## src/design/mmhq_pkg.sv

```systemverilog
`timescale 1ns / 1ps
// ----------------------------------------------------------------------------
// mmhq_pkg
// Shared types, codes and helpers of the min-max heap queue.
// ----------------------------------------------------------------------------
package mmhq_pkg;

  localparam int DATA_W       = 32;
  localparam int CAPACITY_DEF = 1024;
  localparam int CMD_W        = 2;
  localparam int STAT_W       = 2;

  localparam logic [CMD_W-1:0] CMD_INSERT  = 2'd0;
  localparam logic [CMD_W-1:0] CMD_POP_MIN = 2'd1;
  localparam logic [CMD_W-1:0] CMD_POP_MAX = 2'd2;
  localparam logic [CMD_W-1:0] CMD_CLEAR   = 2'd3;

  localparam logic [STAT_W-1:0] ST_OK    = 2'd0;
  localparam logic [STAT_W-1:0] ST_FULL  = 2'd1;
  localparam logic [STAT_W-1:0] ST_EMPTY = 2'd2;

  // bits at even positions, used to find the tree level parity of a position
  localparam logic [31:0] EVEN_BITS = 32'h5555_5555;

  typedef logic signed [DATA_W-1:0] data_t;

  typedef struct packed {
    logic  rd;
    logic  wr;
    data_t wdata;
  } mem_req_t;

  // on a min level smaller wins, on a max level larger wins
  function automatic logic better(input logic minl, input data_t a, input data_t b);
    better = minl ? (a < b) : (a > b);
  endfunction

endpackage

```

## src/design/mmhq_cell.sv

```systemverilog
`timescale 1ns / 1ps
// ----------------------------------------------------------------------------
// mmhq_cell
// One tree level of the heap: owns the entries of its level and puts its
// registered read data on the return chain toward the root cell.
// ----------------------------------------------------------------------------
module mmhq_cell #(
  parameter int LVL      = 0,
  parameter int CAPACITY = mmhq_pkg::CAPACITY_DEF,
  parameter int PW       = 13
) (
  input  logic               clk,
  input  logic               rst_n,
  input  mmhq_pkg::mem_req_t req,
  input  logic [PW-1:0]      req_pos,
  input  mmhq_pkg::data_t    chain_in,
  output mmhq_pkg::data_t    chain_out
);

  localparam int SPAN  = 1 << LVL;
  localparam int DEPTH = (CAPACITY - SPAN + 1 < SPAN) ? (CAPACITY - SPAN + 1) : SPAN;
  localparam int AW    = (DEPTH > 1) ? $clog2(DEPTH) : 1;

  mmhq_pkg::data_t level_mem [DEPTH];

  logic            hit;
  logic [PW-1:0]   off;
  logic [AW-1:0]   addr;
  mmhq_pkg::data_t rd_q_r;
  logic            rd_hit_r;

  // position belongs here when its leading one sits at bit LVL
  assign hit  = (req_pos >> LVL) == PW'(1);
  assign off  = req_pos - PW'(SPAN);
  assign addr = off[AW-1:0];

  always_ff @(posedge clk) begin
    if (req.wr && hit) begin
      level_mem[addr] <= req.wdata;
    end
    if (req.rd && hit) begin
      rd_q_r <= level_mem[addr];
    end
  end

  always_ff @(posedge clk) begin
    if (!rst_n) begin
      rd_hit_r <= 1'b0;
    end else begin
      rd_hit_r <= req.rd && hit;
    end
  end

  assign chain_out = rd_hit_r ? rd_q_r : chain_in;

endmodule

```

## config.mk

```make
export PLATFORM = sky130hd
export DESIGN_NAME = mmhq_cell
export DESIGN_NICKNAME = d
export VERILOG_FILES = /design/src/design/mmhq_pkg.sv /design/src/design/mmhq_cell.sv
export SDC_FILE = /design/constraint.sdc
export NUM_CORES = 1
export LEC_CHECK = 0
export BUFFER_PORTS_ARGS = -buffer_cell sky130_fd_sc_hd__buf_2
export CAP_MARGIN = 10
export CORE_MARGIN = 8
export CORE_UTILIZATION = 46
export CTS_CLUSTER_DIAMETER = 60
export DETAILED_ROUTE_END_ITERATION = 8
export PLACE_DENSITY = 0.86
export SLEW_MARGIN = 20
export SYNTH_ARGS = -nofsm -noshare
export SYNTH_HDL_FRONTEND = slang
export SYNTH_SLANG_ARGS = --single-unit
```

## constraint.sdc

```tcl
create_clock -name clk -period 5.93 [get_ports clk]
set_input_delay 1.186 -clock clk [delete_from_list [all_inputs] [get_ports clk]]
set_output_delay 1.186 -clock clk [all_outputs]
set_load 0.02 [all_outputs]
```

Word level (Yosys, flattened, before mapping)
Memories as Yosys holds them, arrays and structs flattened. A register that Yosys moved wholly into a read port is not among the register bits.
Index checks and enable logic that the tools add are counted.
{"block": "op_classes", "muxes": 3, "n_reduce_logical": 2, "eq_ne": 1}
{"op": "32-bit 2-to-1 mux", "count": 1}
{"op": "13-bit by 1-bit equality test with 1-bit output (second input constant)", "count": 1}
{"op": "1-bit logical AND", "count": 2}
{"op": "1-bit 2-to-1 mux", "count": 2}
{"block": "totals", "out_inout_bits": 32, "ram_bits": 32, "n_memories": 1, "ff_bits": 1, "inputBits": 81}
{"name": "level_mem", "depth": 1, "width": 32, "read_ports": 1, "rd_ports_with_merged_regs": 1, "wr": 1, "line_no": "mmhq_cell.sv:24", "rtl": "mmhq_pkg::data_t level_mem [DEPTH];"}

Logic depth before layout (Yosys ltp)
Gate-level depths: netlist of the first run.
{"block": "logic_depth", "word_depth": 4, "depth_mapped": 3, "ltp_nobuf": 2}

Worst setup path before layout of the first run
OpenSTA, ideal clock, no wires.
{"block": "synth_path", "path_kind": "input to register", "from": "input port req_pos[8]", "to": "memory level_mem[0][0] in the netlist's numbering, enable pin", "setup_slack_ns": 0.511, "t_required_ns": 5.429, "path_stages": 2, "setup_ns": 0.501, "arrival_ns": 4.917, "cell_sequence": "or4_4 > nor4_1"}
{"block": "synth_via", "elab_chain_len": 4}
{"element": "start, declared", "line_no": "mmhq_cell.sv:15", "rtl": "input logic [PW-1:0] req_pos,"}
{"element": "13-bit by 1-bit equality test with 1-bit output", "line_no": "mmhq_cell.sv:33", "rtl": "assign hit = (req_pos >> LVL) == PW'(1);"}
{"element": "1-bit logical AND", "line_no": "mmhq_cell.sv:38", "rtl": "if (req.wr && hit) begin"}
{"element": "1-bit 2-to-1 mux", "line_no": "mmhq_cell.sv:38"}
{"element": "1-bit 2-to-1 mux (not written as such)", "line_no": "mmhq_cell.sv:39", "rtl": "level_mem[addr] <= req.wdata;"}
{"element": "end, declared", "line_no": "mmhq_cell.sv:24"}
Every way passes these cells.

Worst setup path after layout of the first run
{"block": "layout_path", "from": "register rd_hit_r", "to": "output port chain_out[7]"}
{"block": "layout_via", "elab_chain_len": 1}
{"element": "start, declared", "line_no": "mmhq_cell.sv:30", "rtl": "logic rd_hit_r;"}
{"element": "start signal, assigned", "line_no": "mmhq_cell.sv:50", "rtl": "rd_hit_r <= req.rd && hit;"}
{"element": "32-bit 2-to-1 mux", "line_no": "mmhq_cell.sv:54", "rtl": "assign chain_out = rd_hit_r ? rd_q_r : chain_in;"}
{"element": "end, declared", "line_no": "mmhq_cell.sv:17", "rtl": "output mmhq_pkg::data_t chain_out"}
Every way passes these cells.

==> flow_summary.json, run 1 <==
{
  "fin_crit_ns": 3.043,
  "cpPeakStageDelay_ns": 0.63,
  "antenna_cells": 0,
  "syn-cell-area_um2": 2396,
  "p_sw_w": 0.0001782,
  "whs_path_depth": 0,
  "critical_path.top_delay_family": "flip-flops",
  "drive_above_1_share": 0.6624,
  "clk_latency_ns": 0.31,
  "finalSetupViolCount": 0,
  "yosysUniqueCellTypes": 12,
  "grt_max_degree": 33,
  "yosysWarnings": 0,
  "hpwl_um": 3873,
  "seq_area_frac_synth": 0.8104,
  "status": "finished, final reports clean",
  "clkPwrFrac": 0.377,
  "place.port_buffers": 112,
  "p_comb_frac": 0.071,
  "slowest_stage": "dfxtp_1",
  "drv_cap": 0,
  "drv_slew": 0,
  "crit_chain": "buf_4, mux2_2, buf_2",
  "start_util": 0.4721,
  "cts_resized": 0,
  "r2r_start": "level_mem[0][13]",
  "hold_path_end": "rd_q_r[6]",
  "seqPwrFrac": 0.552,
  "vias_per_cell": 4.687,
  "antenna_found_initial": 0,
  "final_hold_viol_count": 0,
  "endpoint_kind": "output port",
  "ios": 113,
  "internal_power_w": 0.0007282,
  "yosys_register_bits": 65,
  "cts_tree": "built",
  "skew_ns": 0.006627,
  "wl_per_cell_um": 15.99,
  "cts_buffer_depth": 2,
  "cts.sinks": 65,
  "grt-ovfl-total": 0,
  "slew_headroom": 0.5520,
  "cts_htree_levels": 3,
  "hold_buffers": 0,
  "dieArea_um2": 7774,
  "clk_pin_slew_worst_paths_ns": 0.07,
  "grt_pass1_wl_um": 7431,
  "synth_fp_nets": 191,
  "syn-mean-instance-area_um2": 21.78,
  "swShare": 0.1966,
  "clock-root-buffer": "clkbuf_8",
  "cts_inserted_buffers": 9,
  "holdWs_ns": 0.4196,
  "arrival_ns": 1.86,
  "crit_fanout": 22,
  "fin_crit_sh": 0.5131,
  "peakVddDrop_mv": 0.2706,
  "final_antenna_net_count": 0,
  "grt_usage": 0.1297,
  "area_growth_pct": 35.93,
  "die_h_um": 88.17,
  "worstSetupStartpointType": "register",
  "grt_pass1_vias": 1616,
  "r2r_end": "rd_q_r[13]",
  "crit_buf_inv": 2,
  "syn_inst": 110,
  "cts_setup_buffers": 0,
  "die_width_um": 88.17,
  "place.gp.congestion": 0.7228,
  "required_ns": 4.74,
  "setup-tns-final_ns": 0,
  "wirelength_um": 4908,
  "fp-row-count": 26,
  "fmax_mhz": 328.6,
  "reg2reg_slack_ns": 5.28,
  "power_density_nw_per_um2": 278.3,
  "min_path_type": "reg -> reg",
  "drtIter0Drc": 36,
  "vias": 1439,
  "coreArea_um2": 5075,
  "rsz0062_at_grt": "no",
  "drt_drc_violations_left": 0,
  "hp-start": "level_mem[0][6]",
  "power.leakage_nw": 1.276,
  "r2r_cells": 0,
  "worstSetupPathType": "reg -> out",
  "max_slew.worst_pin.slew_ns": 0.6670,
  "num-nets-final": 313,
  "drtPass1Iterations": 4
}
## registers in the layout, indices dropped and copies added, names as in the netlist
register   flops
level_mem     32
rd_hit_r       1
rd_q_r        32
## synth_stat cells
library cell  count  area share
edfxtp_1         64        0.80
mux2_2           24        0.11
mux2_1            8       0.038
buf_2             3      0.0063
nor4_1            3      0.0078
or3b_2            2      0.0073
clkbuf_1          1      0.0016
dfxtp_1           1      0.0084
or3_1             1      0.0026
or4_4             1      0.0047
or4b_1            1      0.0042
or4bb_1           1      0.0047
## power by group through the flow
stage	clock network, W	logic, W	registers [W]
4_1_cts	0.000353	0.0000649	0.000500
3_5_place_dp	0	0.0000646	0.000510
3_3_place_gp	0	0.0000630	0.000510
5_1_grt	0.000373	0.0000694	0.000500
2_1_floorplan	0	0.0000274	0.000510
6_report	0.000342	0.0000645	0.000500
## routing by layer
layer / wire length [um] / track usage / up-vias
li1: - / - / 688
met1: 1636 / 0.1213 / 666
met2: 2734 / 0.2322 / 73
met3: 407 / 0.05347 / 12
met4: 130 / 0.07373 / 0
met5: 0 / 0 / -
## cell usage in the layout, fill, tap and decap left out
master / netlist / routed
clkbuf_1: 1 / 2
clkinv_2: 0 / 1
or4_4: 1 / 1
clkinv_1: 0 / 1
nor4_4: 0 / 1
clkbuf_8: 0 / 9
buf_4: 0 / 3
or3_1: 1 / 1
nor4_1: 3 / 1
bufinv_16: 0 / 1
or4bb_1: 1 / 1
mux2_1: 8 / 8
buf_2: 3 / 112
nor4_2: 0 / 1
or3b_2: 2 / 2
clkinv_4: 0 / 2
edfxtp_1: 64 / 64
mux2_2: 24 / 24
dfxtp_1: 1 / 1
or4b_1: 1 / 1
## logic make-up (layout without fill, tap and decap cells)
logic type | Yosys count | count (layout) | synth area share
AND/OR/NAND/NOR | 9 | 9 | 0.03133
buffers and inverters | 4 | 131 | 0.007830
multiplexers | 32 | 32 | 0.1504
flip-flops | 65 | 65 | 0.8104
## metrics by stage
step	power, W	cells	cell area [um^2]	setup slack, ns	utilization
after detailed placement	0.0005748	291	3060	2.367	0.6031
after global routing	0.0009419	307	3257	2.746	0.6418
after global placement	0.0005732	291	3060	2.441	0.6031
after CTS	0.0009176	307	3248	2.709	0.6400
after floorplan	0.0005376	110	2396	0.5112	-
final	0.0009064	307	3257	2.887	0.6418
## layout make-up
cell class	count	area, um^2
clock buffers	11	131.4
clock inverters	5	56.30
fillers	375	1818
multi-input cells	41	456.7
flip-flops and latches	65	1942
well taps	70	87.58
repair buffers	115	583.1
## how the worst max path moves through the flow
stage / cells after the start / slack (ns) / start / to
detailed placement: 4 / 2.37 / req_pos[8] / level_mem[0][21]
floorplan: 2 / 0.51 / req_pos[8] / level_mem[0][0]
finish: 3 / 2.89 / rd_hit_r / chain_out[7]
global route: 3 / 2.75 / rd_hit_r / chain_out[8]
CTS: 4 / 2.71 / req_pos[8] / level_mem[0][25]
global placement: 4 / 2.44 / req_pos[8] / level_mem[0][2]
Power figures use the tool's default switching activity.
==> inputs of run 2 (changes only) <==
- clock period: 5.93 -> 3.06 ns (I/O delays scaled with it)
==> flow_summary.json, run 2 (synthesis results as in run 1) <==
{
  "cts_resized": 0,
  "min_path_type": "reg -> reg",
  "required_ns": 2.45,
  "status": "finished, final reports clean",
  "start_util": 0.4721,
  "fin_crit_ns": 2.369,
  "ios": 113,
  "cts_buffer_depth": 2,
  "final_cell_mix": "112 x buf_2, 64 x edfxtp_1, 24 x mux2_2, 9 x clkbuf_8, 8 x mux2_1",
  "cpPeakStageDelay_ns": 0.67,
  "grt_usage": 0.1348,
  "power.leakage_nw": 1.278,
  "fp-row-count": 26,
  "place.gp.congestion": 0.7208,
  "crit_fanout": 22,
  "cts_setup_buffers": 0,
  "skew_ns": 0.004854,
  "hold_buffers": 0,
  "grt_pass1_wl_um": 7610,
  "grt_max_degree": 33,
  "final_hold_viol_count": 0,
  "crit_buf_inv": 2,
  "die_width_um": 88.17,
  "drtPass1Iterations": 4,
  "hpwl_um": 3847,
  "grt_pass1_vias": 1676,
  "drtIter0Drc": 42,
  "wirelength_um": 5042,
  "clk_latency_ns": 0.32,
  "antenna_found_initial": 1,
  "worstSetupStartpointType": "register",
  "fin_crit_sh": 0.7741,
  "cts_tree": "built",
  "cts_htree_levels": 3,
  "cts.sinks": 65,
  "clk_pin_slew_worst_paths_ns": 0.06,
  "slowest_stage": "dfxtp_1",
  "drv_cap": 0,
  "num-nets-final": 314,
  "fillCellCount": 378,
  "arrival_ns": 1.76,
  "p_total_w": 0.001670,
  "power_density_nw_per_um2": 513.3,
  "slew_headroom": 0.6286,
  "top_regs": "level_mem (32), rd_q_r (32), rd_hit_r (1)",
  "coreArea_um2": 5075,
  "crit_chain": "buf_12, mux2_1, buf_2",
  "clock-root-buffer": "clkbuf_8",
  "finalSetupViolCount": 0,
  "area_growth_pct": 35.77,
  "grt-ovfl-total": 0,
  "fmax_mhz": 422.2,
  "layout_commonest_cell": "buf_2",
  "vias": 1469,
  "cts_inserted_buffers": 9,
  "vias_per_cell": 4.769,
  "max_slew.worst_pin.slew_ns": 0.5564,
  "dieArea_um2": 7774,
  "endpoint_kind": "output port",
  "drv_slew": 0,
  "fin_util": 0.6410,
  "drive_above_1_share": 0.6624,
  "wl_per_cell_um": 16.37,
  "final_antenna_net_count": 0,
  "peakVddDrop_mv": 0.3193,
  "place.port_buffers": 112,
  "rsz0062_at_grt": "no",
  "critical_path.top_delay_family": "flip-flops",
  "drt_drc_violations_left": 0,
  "die_h_um": 88.17,
  "worstSetupPathType": "reg -> out"
}
## run 2: cell count changes in the layout (fill, tap and decap cells not counted), sizes merged
cell and delta:
buf +1, bufinv -1, clkinv -1, clkinvlp +1, diode +1
## run 2: power breakdown
part | internal [W] | leakage, nW | switching [W]
clock | 0.000284 | 0.0766 | 0.000289
combinational | 0.0000665 | 0.618 | 0.0000602
sequential | 0.000970 | 0.583 | 0.0000000122
total | 0.00132 | 1.28 | 0.000350
## run 2: through the flow
| step | instance area, um^2 | TNS (ns) | hold slack, ns | std cells | worst slack, ns |
|---|---|---|---|---|---|
| 4_1_cts | 3251 | 0 | 0.4138 | 307 | 0.6520 |
| 2_1_floorplan | 2409 | -28.64 | 0.4003 | 110 | -0.4476 |
| 5_1_grt | 3253 | 0 | 0.4126 | 308 | 0.5976 |
| 3_5_place_dp | 3098 | 0 | 0.4045 | 292 | 0.7133 |
| 3_3_place_gp | 3098 | 0 | 0.4005 | 292 | 0.7419 |
| 6_report | 3253 | 0 | 0.4161 | 308 | 0.6914 |
## run 2: final timing paths
kind	from	end	slack [ns]	cells past startpoint
worst min-delay path	level_mem[0][12]	rd_q_r[12]	0.42	0
worst max-delay path	rd_hit_r	chain_out[21]	0.69	3
worst max register to register	level_mem[0][19]	rd_q_r[19]	2.43	0
worst min register to register	level_mem[0][12]	rd_q_r[12]	0.42	0
## run 2: final cells by class
class | instances | area [um^2] | share of cell area
clock buffers | 11 | 131.4 | 0.04038
repair buffers | 116 | 603.1 | 0.1854
well taps | 70 | 87.58 | 0.02692
flip-flops and latches | 65 | 1942 | 0.5969
diodes | 1 | 2.502 | 0.0007692
multi-input cells | 41 | 465.4 | 0.1431
clock inverters | 4 | 21.27 | 0.006538
## run 2: per-layer routing
metal	track usage	vias to the layer above	share of wire
li1	-	690	-
met1	0.1345	679	0.37
met2	0.2227	88	0.50
met3	0.04878	12	0.095
met4	0.1075	0	0.032
met5	0	-	0
