### src/design/mmhq_pkg.sv
`timescale 1ns / 1ps
// ----------------------------------------------------------------------------
// mmhq_pkg
// Shared types, codes and helpers of the min-max heap queue.
// ----------------------------------------------------------------------------
package mmhq_pkg;

  localparam int DATA_W       = 32;
  localparam int CAPACITY_DEF = 1024;
  localparam int CMD_W        = 2;
  localparam int STAT_W       = 2;

  localparam logic [CMD_W-1:0] CMD_INSERT  = 2'd0;
  localparam logic [CMD_W-1:0] CMD_POP_MIN = 2'd1;
  localparam logic [CMD_W-1:0] CMD_POP_MAX = 2'd2;
  localparam logic [CMD_W-1:0] CMD_CLEAR   = 2'd3;

  localparam logic [STAT_W-1:0] ST_OK    = 2'd0;
  localparam logic [STAT_W-1:0] ST_FULL  = 2'd1;
  localparam logic [STAT_W-1:0] ST_EMPTY = 2'd2;

  // bits at even positions, used to find the tree level parity of a position
  localparam logic [31:0] EVEN_BITS = 32'h5555_5555;

  typedef logic signed [DATA_W-1:0] data_t;

  typedef struct packed {
    logic  rd;
    logic  wr;
    data_t wdata;
  } mem_req_t;

  // on a min level smaller wins, on a max level larger wins
  function automatic logic better(input logic minl, input data_t a, input data_t b);
    better = minl ? (a < b) : (a > b);
  endfunction

endpackage

### src/design/mmhq_ctrl.sv
`timescale 1ns / 1ps
// ----------------------------------------------------------------------------
// mmhq_ctrl
// Command sequencer: bubble-up, trickle-down and result reporting, at most one
// level-cell access per cycle.
// ----------------------------------------------------------------------------
module mmhq_ctrl #(
  parameter int CAPACITY = mmhq_pkg::CAPACITY_DEF
) (
  input  logic                               clk,
  input  logic                               rst_n,
  input  logic                               start,
  output logic                               busy,
  input  logic [mmhq_pkg::CMD_W-1:0]         in_command,
  input  mmhq_pkg::data_t                    in_value,
  output logic                               out_valid,
  output mmhq_pkg::data_t                    out_popped_value,
  output logic [mmhq_pkg::STAT_W-1:0]        out_status,
  output logic [$clog2(CAPACITY+1)-1:0]      out_entry_count,
  output mmhq_pkg::data_t                    out_least_value,
  output mmhq_pkg::data_t                    out_greatest_value,
  output mmhq_pkg::mem_req_t                 req,
  output logic [$clog2(CAPACITY+1)+1:0]      req_pos,
  input  mmhq_pkg::data_t                    rd_data
);

  localparam int CW = $clog2(CAPACITY + 1);
  localparam int PW = CW + 2;
  localparam logic [PW-1:0] EVEN_MASK = PW'(mmhq_pkg::EVEN_BITS);

  typedef enum logic [3:0] {
    S_IDLE,
    S_UP_RD,
    S_UP_CMP,
    S_GR_RD,
    S_GR_CMP,
    S_POP_RD,
    S_POP_LD,
    S_SCAN,
    S_DECIDE,
    S_FIX,
    S_WR_FIN,
    S_FINISH
  } state_t;

  state_t                      state_r;
  logic [CW-1:0]               cnt_r;
  logic [PW-1:0]               hole_r;
  mmhq_pkg::data_t             cur_r;
  logic                        minl_r;
  mmhq_pkg::data_t             best_r;
  logic [PW-1:0]               mpos_r;
  mmhq_pkg::data_t             c0_r;
  mmhq_pkg::data_t             c1_r;
  logic [2:0]                  j_r;
  logic [2:0]                  pj_r;
  logic                        pend_r;
  mmhq_pkg::data_t             popped_r;
  logic [mmhq_pkg::STAT_W-1:0] status_r;
  mmhq_pkg::data_t             top1_r;
  mmhq_pkg::data_t             top2_r;
  mmhq_pkg::data_t             top3_r;
  logic                        out_valid_r;
  mmhq_pkg::data_t             out_popped_r;
  logic [mmhq_pkg::STAT_W-1:0] out_status_r;
  logic [CW-1:0]               out_count_r;
  mmhq_pkg::data_t             out_least_r;
  mmhq_pkg::data_t             out_greatest_r;

  logic [PW-1:0]   cnt_pos;
  logic [PW-1:0]   ins_pos;
  logic            ins_minl;
  mmhq_pkg::data_t max_val;
  logic [PW-1:0]   scan_pos;
  logic [PW-1:0]   pend_pos;
  logic            issue_ok;
  logic            no_child;
  logic            take;
  logic            mgrand;
  mmhq_pkg::data_t qv;
  logic            up_swap;
  logic            gr_take;
  logic [PW-1:0]   up_hole;
  logic [PW-1:0]   gr_hole;

  // children are scan steps 0 and 1, grandchildren steps 2 to 5
  function automatic logic [PW-1:0] pos_of(input logic [PW-1:0] h, input logic [2:0] j);
    logic [PW-1:0] p;
    if (j < 3'd2) begin
      p = (h << 1) + PW'(j);
    end else begin
      p = (h << 2) + PW'(j - 3'd2);
    end
    return p;
  endfunction

  assign cnt_pos  = PW'(cnt_r);
  assign ins_pos  = cnt_pos + PW'(1);
  assign ins_minl = (ins_pos & EVEN_MASK) > (ins_pos & ~EVEN_MASK);
  assign scan_pos = pos_of(hole_r, j_r);
  assign pend_pos = pos_of(hole_r, pj_r);
  assign issue_ok = (j_r < 3'd6) && (scan_pos <= cnt_pos);
  assign no_child = (hole_r << 1) > cnt_pos;
  assign take     = mmhq_pkg::better(minl_r, best_r, cur_r);
  assign mgrand   = mpos_r >= (hole_r << 2);
  assign qv       = mpos_r[1] ? c1_r : c0_r;
  assign up_swap  = mmhq_pkg::better(~minl_r, cur_r, rd_data);
  assign gr_take  = mmhq_pkg::better(minl_r, cur_r, rd_data);
  assign up_hole  = up_swap ? (hole_r >> 1) : hole_r;
  assign gr_hole  = hole_r >> 2;

  always_comb begin
    if (cnt_r == '0) begin
      max_val = '0;
    end else if (cnt_r == CW'(1)) begin
      max_val = top1_r;
    end else if (cnt_r == CW'(2)) begin
      max_val = top2_r;
    end else begin
      max_val = (top2_r > top3_r) ? top2_r : top3_r;
    end
  end

  always_comb begin
    req     = '0;
    req_pos = '0;
    unique case (state_r)
      S_UP_RD: begin
        req.rd  = 1'b1;
        req_pos = hole_r >> 1;
      end
      S_UP_CMP: begin
        if (up_swap) begin
          req.wr    = 1'b1;
          req.wdata = rd_data;
          req_pos   = hole_r;
        end
      end
      S_GR_RD: begin
        req.rd  = 1'b1;
        req_pos = gr_hole;
      end
      S_GR_CMP: begin
        if (gr_take) begin
          req.wr    = 1'b1;
          req.wdata = rd_data;
          req_pos   = hole_r;
        end
      end
      S_POP_RD: begin
        req.rd  = 1'b1;
        req_pos = ins_pos;
      end
      S_SCAN: begin
        if (issue_ok) begin
          req.rd  = 1'b1;
          req_pos = scan_pos;
        end
      end
      S_DECIDE: begin
        if (!no_child && take) begin
          req.wr    = 1'b1;
          req.wdata = best_r;
          req_pos   = hole_r;
        end
      end
      S_FIX: begin
        req.wr    = 1'b1;
        req.wdata = cur_r;
        req_pos   = mpos_r >> 1;
      end
      S_WR_FIN: begin
        req.wr    = 1'b1;
        req.wdata = cur_r;
        req_pos   = hole_r;
      end
      default: ;
    endcase
  end

  always_ff @(posedge clk) begin
    if (!rst_n) begin
      state_r     <= S_IDLE;
      cnt_r       <= '0;
      out_valid_r <= 1'b0;
      pend_r      <= 1'b0;
      j_r         <= '0;
    end else begin
      out_valid_r <= 1'b0;
      // mirror of the three top entries for pops and min/max reporting
      if (req.wr) begin
        if (req_pos == PW'(1)) top1_r <= req.wdata;
        if (req_pos == PW'(2)) top2_r <= req.wdata;
        if (req_pos == PW'(3)) top3_r <= req.wdata;
      end
      unique case (state_r)
        S_IDLE: begin
          if (start) begin
            popped_r <= '0;
            status_r <= mmhq_pkg::ST_OK;
            unique case (in_command)
              mmhq_pkg::CMD_INSERT: begin
                if (cnt_r == CW'(CAPACITY)) begin
                  status_r <= mmhq_pkg::ST_FULL;
                  state_r  <= S_FINISH;
                end else begin
                  cnt_r   <= cnt_r + CW'(1);
                  hole_r  <= ins_pos;
                  cur_r   <= in_value;
                  minl_r  <= ins_minl;
                  state_r <= (cnt_r == '0) ? S_WR_FIN : S_UP_RD;
                end
              end
              mmhq_pkg::CMD_POP_MIN, mmhq_pkg::CMD_POP_MAX: begin
                if (cnt_r == '0) begin
                  status_r <= mmhq_pkg::ST_EMPTY;
                  state_r  <= S_FINISH;
                end else begin
                  cnt_r   <= cnt_r - CW'(1);
                  state_r <= S_POP_RD;
                  if (in_command == mmhq_pkg::CMD_POP_MIN || cnt_r == CW'(1)) begin
                    popped_r <= top1_r;
                    hole_r   <= PW'(1);
                    minl_r   <= 1'b1;
                  end else begin
                    popped_r <= max_val;
                    minl_r   <= 1'b0;
                    if (cnt_r == CW'(2) || top2_r > top3_r) begin
                      hole_r <= PW'(2);
                    end else begin
                      hole_r <= PW'(3);
                    end
                  end
                end
              end
              mmhq_pkg::CMD_CLEAR: begin
                cnt_r   <= '0;
                state_r <= S_FINISH;
              end
              default: state_r <= S_FINISH;
            endcase
          end
        end
        S_UP_RD: state_r <= S_UP_CMP;
        S_UP_CMP: begin
          hole_r <= up_hole;
          if (up_swap) minl_r <= ~minl_r;
          state_r <= (up_hole >= PW'(4)) ? S_GR_RD : S_WR_FIN;
        end
        S_GR_RD: state_r <= S_GR_CMP;
        S_GR_CMP: begin
          if (gr_take) begin
            hole_r  <= gr_hole;
            state_r <= (gr_hole >= PW'(4)) ? S_GR_RD : S_WR_FIN;
          end else begin
            state_r <= S_WR_FIN;
          end
        end
        S_POP_RD: state_r <= S_POP_LD;
        S_POP_LD: begin
          cur_r   <= rd_data;
          j_r     <= '0;
          pend_r  <= 1'b0;
          state_r <= S_SCAN;
        end
        S_SCAN: begin
          if (issue_ok) begin
            j_r  <= j_r + 3'd1;
            pj_r <= j_r;
          end
          pend_r <= issue_ok;
          if (pend_r) begin
            if (pj_r == 3'd0) c0_r <= rd_data;
            if (pj_r == 3'd1) c1_r <= rd_data;
            // first child opens the search, later ones must be strictly better
            if (pj_r == 3'd0 || mmhq_pkg::better(minl_r, rd_data, best_r)) begin
              best_r <= rd_data;
              mpos_r <= pend_pos;
            end
          end
          if (!issue_ok && !pend_r) state_r <= S_DECIDE;
        end
        S_DECIDE: begin
          if (no_child || !take) begin
            state_r <= S_WR_FIN;
          end else begin
            hole_r <= mpos_r;
            if (!mgrand) begin
              state_r <= S_WR_FIN;
            end else if (mmhq_pkg::better(minl_r, qv, cur_r)) begin
              state_r <= S_FIX;
            end else begin
              j_r     <= '0;
              pend_r  <= 1'b0;
              state_r <= S_SCAN;
            end
          end
        end
        S_FIX: begin
          // parent of the grandchild took the moving item, carry its value on
          cur_r   <= qv;
          j_r     <= '0;
          pend_r  <= 1'b0;
          state_r <= S_SCAN;
        end
        S_WR_FIN: state_r <= S_FINISH;
        S_FINISH: begin
          out_valid_r    <= 1'b1;
          out_popped_r   <= popped_r;
          out_status_r   <= status_r;
          out_count_r    <= cnt_r;
          out_least_r    <= (cnt_r == '0) ? '0 : top1_r;
          out_greatest_r <= max_val;
          state_r        <= S_IDLE;
        end
        default: state_r <= S_IDLE;
      endcase
    end
  end

  assign busy               = (state_r != S_IDLE);
  assign out_valid          = out_valid_r;
  assign out_popped_value   = out_popped_r;
  assign out_status         = out_status_r;
  assign out_entry_count    = out_count_r;
  assign out_least_value    = out_least_r;
  assign out_greatest_value = out_greatest_r;

  a_accept_busy: assert property (@(posedge clk) disable iff (!rst_n)
    (start && !busy) |=> busy)
    else $error("accepted item did not make the block busy");

  a_finish_result: assert property (@(posedge clk) disable iff (!rst_n)
    (state_r == S_FINISH) |=> (out_valid && !busy))
    else $error("finish did not produce a result");

  a_read_range: assert property (@(posedge clk) disable iff (!rst_n)
    req.rd |-> ((req_pos != '0) && (req_pos <= PW'(CAPACITY))))
    else $error("read outside the heap");

  a_full_count: assert property (@(posedge clk) disable iff (!rst_n)
    (out_valid && out_status == mmhq_pkg::ST_FULL) |-> (out_entry_count == CW'(CAPACITY)))
    else $error("full status with heap not full");

  a_empty_count: assert property (@(posedge clk) disable iff (!rst_n)
    (out_valid && out_status == mmhq_pkg::ST_EMPTY)
      |-> (out_entry_count == '0 && out_popped_value == '0))
    else $error("empty status with entries present");

endmodule

### config.mk
export PLATFORM = sky130hd
export DESIGN_NAME = mmhq_ctrl
export DESIGN_NICKNAME = d
export VERILOG_FILES = /design/src/design/mmhq_pkg.sv /design/src/design/mmhq_ctrl.sv
export SDC_FILE = /design/constraint.sdc
export NUM_CORES = 1
export LEC_CHECK = 0
export BUFFER_PORTS_ARGS = -buffer_cell sky130_fd_sc_hd__buf_2
export CAP_MARGIN = 20
export CELL_PAD_IN_SITES_DETAIL_PLACEMENT = 1
export CELL_PAD_IN_SITES_GLOBAL_PLACEMENT = 1
export CORE_MARGIN = 2
export CORE_UTILIZATION = 44
export CTS_BUF_LIST = sky130_fd_sc_hd__clkbuf_4 sky130_fd_sc_hd__clkbuf_8 sky130_fd_sc_hd__clkbuf_16
export DETAILED_ROUTE_END_ITERATION = 8
export GPL_TIMING_DRIVEN = 0
export PLACE_DENSITY = 0.78
export SLEW_MARGIN = 20
export SYNTH_ARGS = -nofsm -noshare
export SYNTH_HDL_FRONTEND = slang
export SYNTH_SLANG_ARGS = --single-unit
### constraint.sdc
create_clock -name clk -period 10.16 [get_ports clk]
set_clock_uncertainty 0.15 [all_clocks]
set_input_delay 2.032 -clock clk [delete_from_list [all_inputs] [get_ports clk]]
set_output_delay 2.032 -clock clk [all_outputs]
set_load 0.01 [all_outputs]
* Word level (Yosys, flattened, before mapping)
Index checks and enable logic that the tools add are counted.
** Storage, ports and cells
- Memory bits (writable) :: 0
- Latch bits :: 0
- Input port bits :: 69
- Bits in read-only memories :: 0
- Output and inout port bits :: 158
- Register bits after elaboration :: 417
- Memories :: 0
** Operators by class
- $lt $le $gt $ge :: 18
- Shift-type cells :: 0
- Bitwise logic cells :: 2
- Reductions and logical operators :: 41
- Multiply operators :: 0
- Equality and inequality tests :: 36
- Add/sub/neg operators :: 10
- Div/mod/pow operators :: 0
- Mux-type cells :: 74
** Operators by type and width (count)
- 2-to-1 mux 32 bit :: 9
- greater-than comparator 32 bit :: 5
- 2-to-1 mux 13 bit :: 12
- case mux 33 bit (4 select lines) :: 1
- < comparator 32 bit :: 4
- case mux 13 bit (9 select lines) :: 1
- 2-to-1 mux 33 bit :: 3
- case mux 32 bit (3 select lines) :: 1
- case mux 13 bit (4 select lines) :: 1
- 2-to-1 mux 4 bit :: 11
- case mux 4 bit (10 select lines) :: 1
- case mux 11 bit (3 select lines) :: 1
- adder 13 bit :: 2
- adder 13 x 3 -> 13 bit :: 2
- equality test 13 x 2 -> 1 bit, second input constant :: 2
- case mux 13 bit (2 select lines) :: 1
- 2-to-1 mux 11 bit :: 2
- inequality test 2 bit, second input constant :: 11
- AND reduction 4 bit :: 5
- 2-to-1 mux 1 bit :: 17
- equality test 4 x 3 -> 1 bit, second input constant :: 4
- equality test 4 bit, second input constant :: 4
- AND reduction 3 bit :: 5
- equality test 13 x 1 -> 1 bit, second input constant :: 1
- 48 further kinds :: 75

* Depth between registers and ports, before layout
- Depth after elaboration :: 9
- Mapped depth :: 23
- Mapped depth without buffers :: 21

* Worst setup path after synthesis
OpenSTA, ideal clock, no wires.
- Kind :: input -> register
- Start :: input rst_n
- End :: register out_count_r[0] (netlist: out_entry_count[0]), enable pin
- Slack :: -0.499 ns
- Setup time :: 0.710 ns
- Stages :: 3
- Arrival time :: 9.799 ns
- Cells stage by stage :: clkbuf_1 > inv_1 > nor3_1
** On the way
- Cells in the longest elaborated chain, start to end :: 1
** Ends and longest elaborated chain
- from (decl) :: RTL line mmhq_ctrl.sv:11 : input logic rst_n,
- AND reduction 2 bit (no line)
- to (signal assigned) :: RTL line mmhq_ctrl.sv:311 : out_count_r <= cnt_r;
- to (decl) :: RTL line mmhq_ctrl.sv:66 : logic [CW-1:0] out_count_r;
No other way between the ends.
A chain may end at the register's enable or synchronous reset.

==> flow_summary.toml <==
[floorplan]
placementRows = 85
die_w_um = 238
coreArea_sq_um = 53900
initial_core_util_pct = 44.5
die-area_sq_um = 56500
die_y_um = 238
io_pins = 227

[power_and_ir_drop]
seq_power_share_pct = 33.9
switchingPower_mw = 2.83
pwr-share-clk_pct = 24.7
power.density_nw_per_um2 = 242
combPwrFrac_pct = 41.4
ir_worst_vdd_mv = 0.151
netSwitchingFraction_pct = 41.8
p_total_mw = 6.77
p_leak_nw = 11.3
intPower_mw = 3.94

[routing]
drt_wl_total_um = 88400
wl_per_cell_um = 27.7
ant_nets = 0
vias = 19900
drc_errors = 0
top_layer = "met5"
viasPerCell = 6.23
dr.pass1.iters = 7
drt_iter0_drc = 1889
drt-met1-wl_um = 36500
wl_met2_um = 41400
wl_met3_um = 6940

[min_path]
whs_endpoint = "out_popped_value[10]"
hold_path_depth = 0
hp-class = "reg2reg"
hp-start = "popped_r[10]"

[place]
gp_congestion = 0.954
dp_hpwl_um = 68000
port_buffers = 226
place_inst = 3109

[cts]
cts_sinks = 417
clockBufferDepth = 3
cts-htree-levels = 2
clk_pin_slew_ns = 0.06
clk_latency_ns = 0.63
cts_setup_buffers = 0
cts_hold_buf = 0
root_buffer = "clkbuf_16"
cts-resized-gates = 0
numCtsBuffers = 46
cts_tree = "yes"

[timing]
fin_crit_sh_pct = 91.5
slew_headroom_pct = 29.8
fmax_mhz = 108
hold_viol = 0
tightestPinTransition_ns = 1.02
setup_viol = 0
period_minus_slack_ns = 9.30
slew_violations = 0
grt_setup_unrepaired = "no"

[yosys]
seq_area_frac_synth_pct = 51.3
yosysWarnings = 0
async_reset_ff_share_pct = 0
ys.flop_type = "edfxtp_1"
synth_edf_count = 397
ys_types = 87
synthesis.nets = 2448
synth_area_per_cell_sq_um = 11.1
synthCells = 2154
synth-seq-cells = 417
synth_area_sq_um = 24000

[final_layout]
fin_cells = 3195
syn_to_final_growth_pct = 16.5
drive_above_1_share_pct = 16.5
layout_commonest_cell = "edfxtp_1"
finalNetCount = 2755
mostFrequentLayoutCells = "edfxtp_1 (397), buf_2 (243), ha_1 (222), inv_1 (217), nor2_1 (132)"

[global_routing]
grt_first_pass_wirelength_um = 132000
grt_max_degree = 24
antenna_found_initial = 4
grt_util_all_layers_pct = 31.1
grt_overflow = 0
grt_pass1_vias = 21200

[setup_path]
critPathMaxFanout = 10
cpPeakStageDelay_ns = 1.00
critPathKind = "in2out"
r2r_cells = 21
end_kind = "primary output"
ff2ff_setup_slack_ns = 2.56
reg2reg_to = "top3_r[18]"
cp_cell_sequence = "buf_2 > inv_1 > ha_1 > nand4_1 > nor4_1 > o21ai_1 > a31o_1 > mux2_4 > o22ai_2 > nand2b_2 > nand2_1 > clkbuf_1 > a222oi_1 > inv_1 > buf_2"
crit_path_start_kind = "input port"
crit_path_top_delay_cell = "a222oi_1"
arrival_ns = 7.11
crit_required_ns = 7.98
reg2reg_from = "hole_r[1]"
cp-startpoint = "rd_data[13]"

[job]
drv_cap = 0

[run_status]
status = "completed"
==> how the worst max path moves through the flow <==
stage | cells after the start | to
6_report | 15 | req[1]
5_1_grt | 15 | req[5]
3_3_place_gp | 19 | top1_r[15]
4_1_cts | 15 | req[1]
3_5_place_dp | 15 | req[1]
2_1_floorplan | 14 | top1_r[0]
==> power groups by stage <==
stage          combinational, mW  sequential, mW  clock (mW)
4_1_cts                     2.74            2.29        1.69
6_report                    2.80            2.30        1.68
3_5_place_dp                2.71            2.33           0
5_1_grt                     3.01            2.30        1.75
3_3_place_gp                2.57            2.33           0
2_1_floorplan               1.68            2.25           0
==> metrics by stage <==
stage | instance area [sq um] | TNS [ns] | util (%) | worst slack [ns] | hold WS [ns]
after detailed placement | 26500 | 0 | 49.1 | 1.14 | 0.256
final | 28000 | 0 | 51.9 | 0.864 | 0.269
after CTS | 28000 | 0 | 51.9 | 1.07 | 0.270
after global placement | 26000 | -4.07 | 48.3 | -0.131 | 0.252
after floorplan | 24000 | 0 | - | 2.76 | 0.250
after global routing | 28000 | 0 | 51.9 | 0.811 | 0.276
==> cell usage after synthesis, types with 7 or more instances <==
| library cell | n | area share [%] |
|---|---|---|
| buf_1 | 10 | 0.16 |
| o22ai_1 | 7 | 0.18 |
| nand2b_1 | 14 | 0.36 |
| a211oi_1 | 49 | 1.5 |
| clkbuf_1 | 81 | 1.3 |
| o221ai_1 | 9 | 0.33 |
| nor2b_1 | 52 | 1.4 |
| edfxtp_1 | 397 | 50 |
| a21o_1 | 32 | 1.0 |
| and2_1 | 9 | 0.23 |
| buf_2 | 11 | 0.23 |
| ha_1 | 222 | 12 |
| nand3_1 | 32 | 0.67 |
| mux2i_1 | 50 | 2.1 |
| o31ai_1 | 9 | 0.28 |
| o211ai_1 | 12 | 0.38 |
| nor3_1 | 65 | 1.4 |
| a21oi_1 | 102 | 2.1 |
| a222oi_1 | 43 | 1.8 |
| a221o_1 | 43 | 1.8 |
| inv_1 | 217 | 3.4 |
| xnor2_1 | 35 | 1.3 |
| a22oi_1 | 14 | 0.44 |
| nand2_1 | 123 | 1.9 |
| nand4_1 | 42 | 1.1 |
| a31oi_1 | 9 | 0.23 |
| or2_2 | 7 | 0.18 |
| or3_1 | 13 | 0.34 |
| and4_1 | 10 | 0.36 |
| dfxtp_1 | 20 | 1.7 |
| o21a_1 | 14 | 0.44 |
| mux2_2 | 31 | 1.5 |
| nor2_1 | 133 | 2.1 |
| nor4_1 | 15 | 0.39 |
| o21ai_0 | 117 | 2.4 |
==> routing by layer <==
layer / GRT usage, % / up-vias
met1: 39.9 / 10000
met3: 6.39 / 202
met4: 12.3 / 2
li1: - / 8757
met2: 51.6 / 918
met5: 0 / -
==> cell families (layout without fill, tap and decap cells) <==
family	after synthesis	count (layout)	share of synthesized area (%)
simple gates	545	545	11.4
compound gates	517	517	15.2
flops	417	417	51.3
buf+inv	329	673	5.28
fa+ha+maj	225	225	11.8
mux	82	82	3.60
xor+xnor	39	39	1.42
other cells	0	1	0
==> worst max-delay path, delay by kind of cell <==
kind / cells / cell delay [ns]
compound gates: 4 / 1.77
simple gates: 4 / 1.46
fa+ha+maj: 1 / 0.33
buf+inv: 5 / 1.17
mux: 1 / 0.33
==> final cells by class <==
| cell class | count | area [sq um] |
|---|---|---|
| Antenna cell | 1 | 2.50 |
| Buffer | 106 | 432 |
| Sequential cell | 417 | 12300 |
| Tap cell | 696 | 871 |
| Inverter | 223 | 837 |
| Timing Repair Buffer | 259 | 1510 |
| Fill cell | 5779 | 25900 |
| Multi-Input combinational cell | 1408 | 10500 |
| Clock buffer | 50 | 1180 |
| Clock inverter | 35 | 330 |
(Power assumes the default switching activity.)
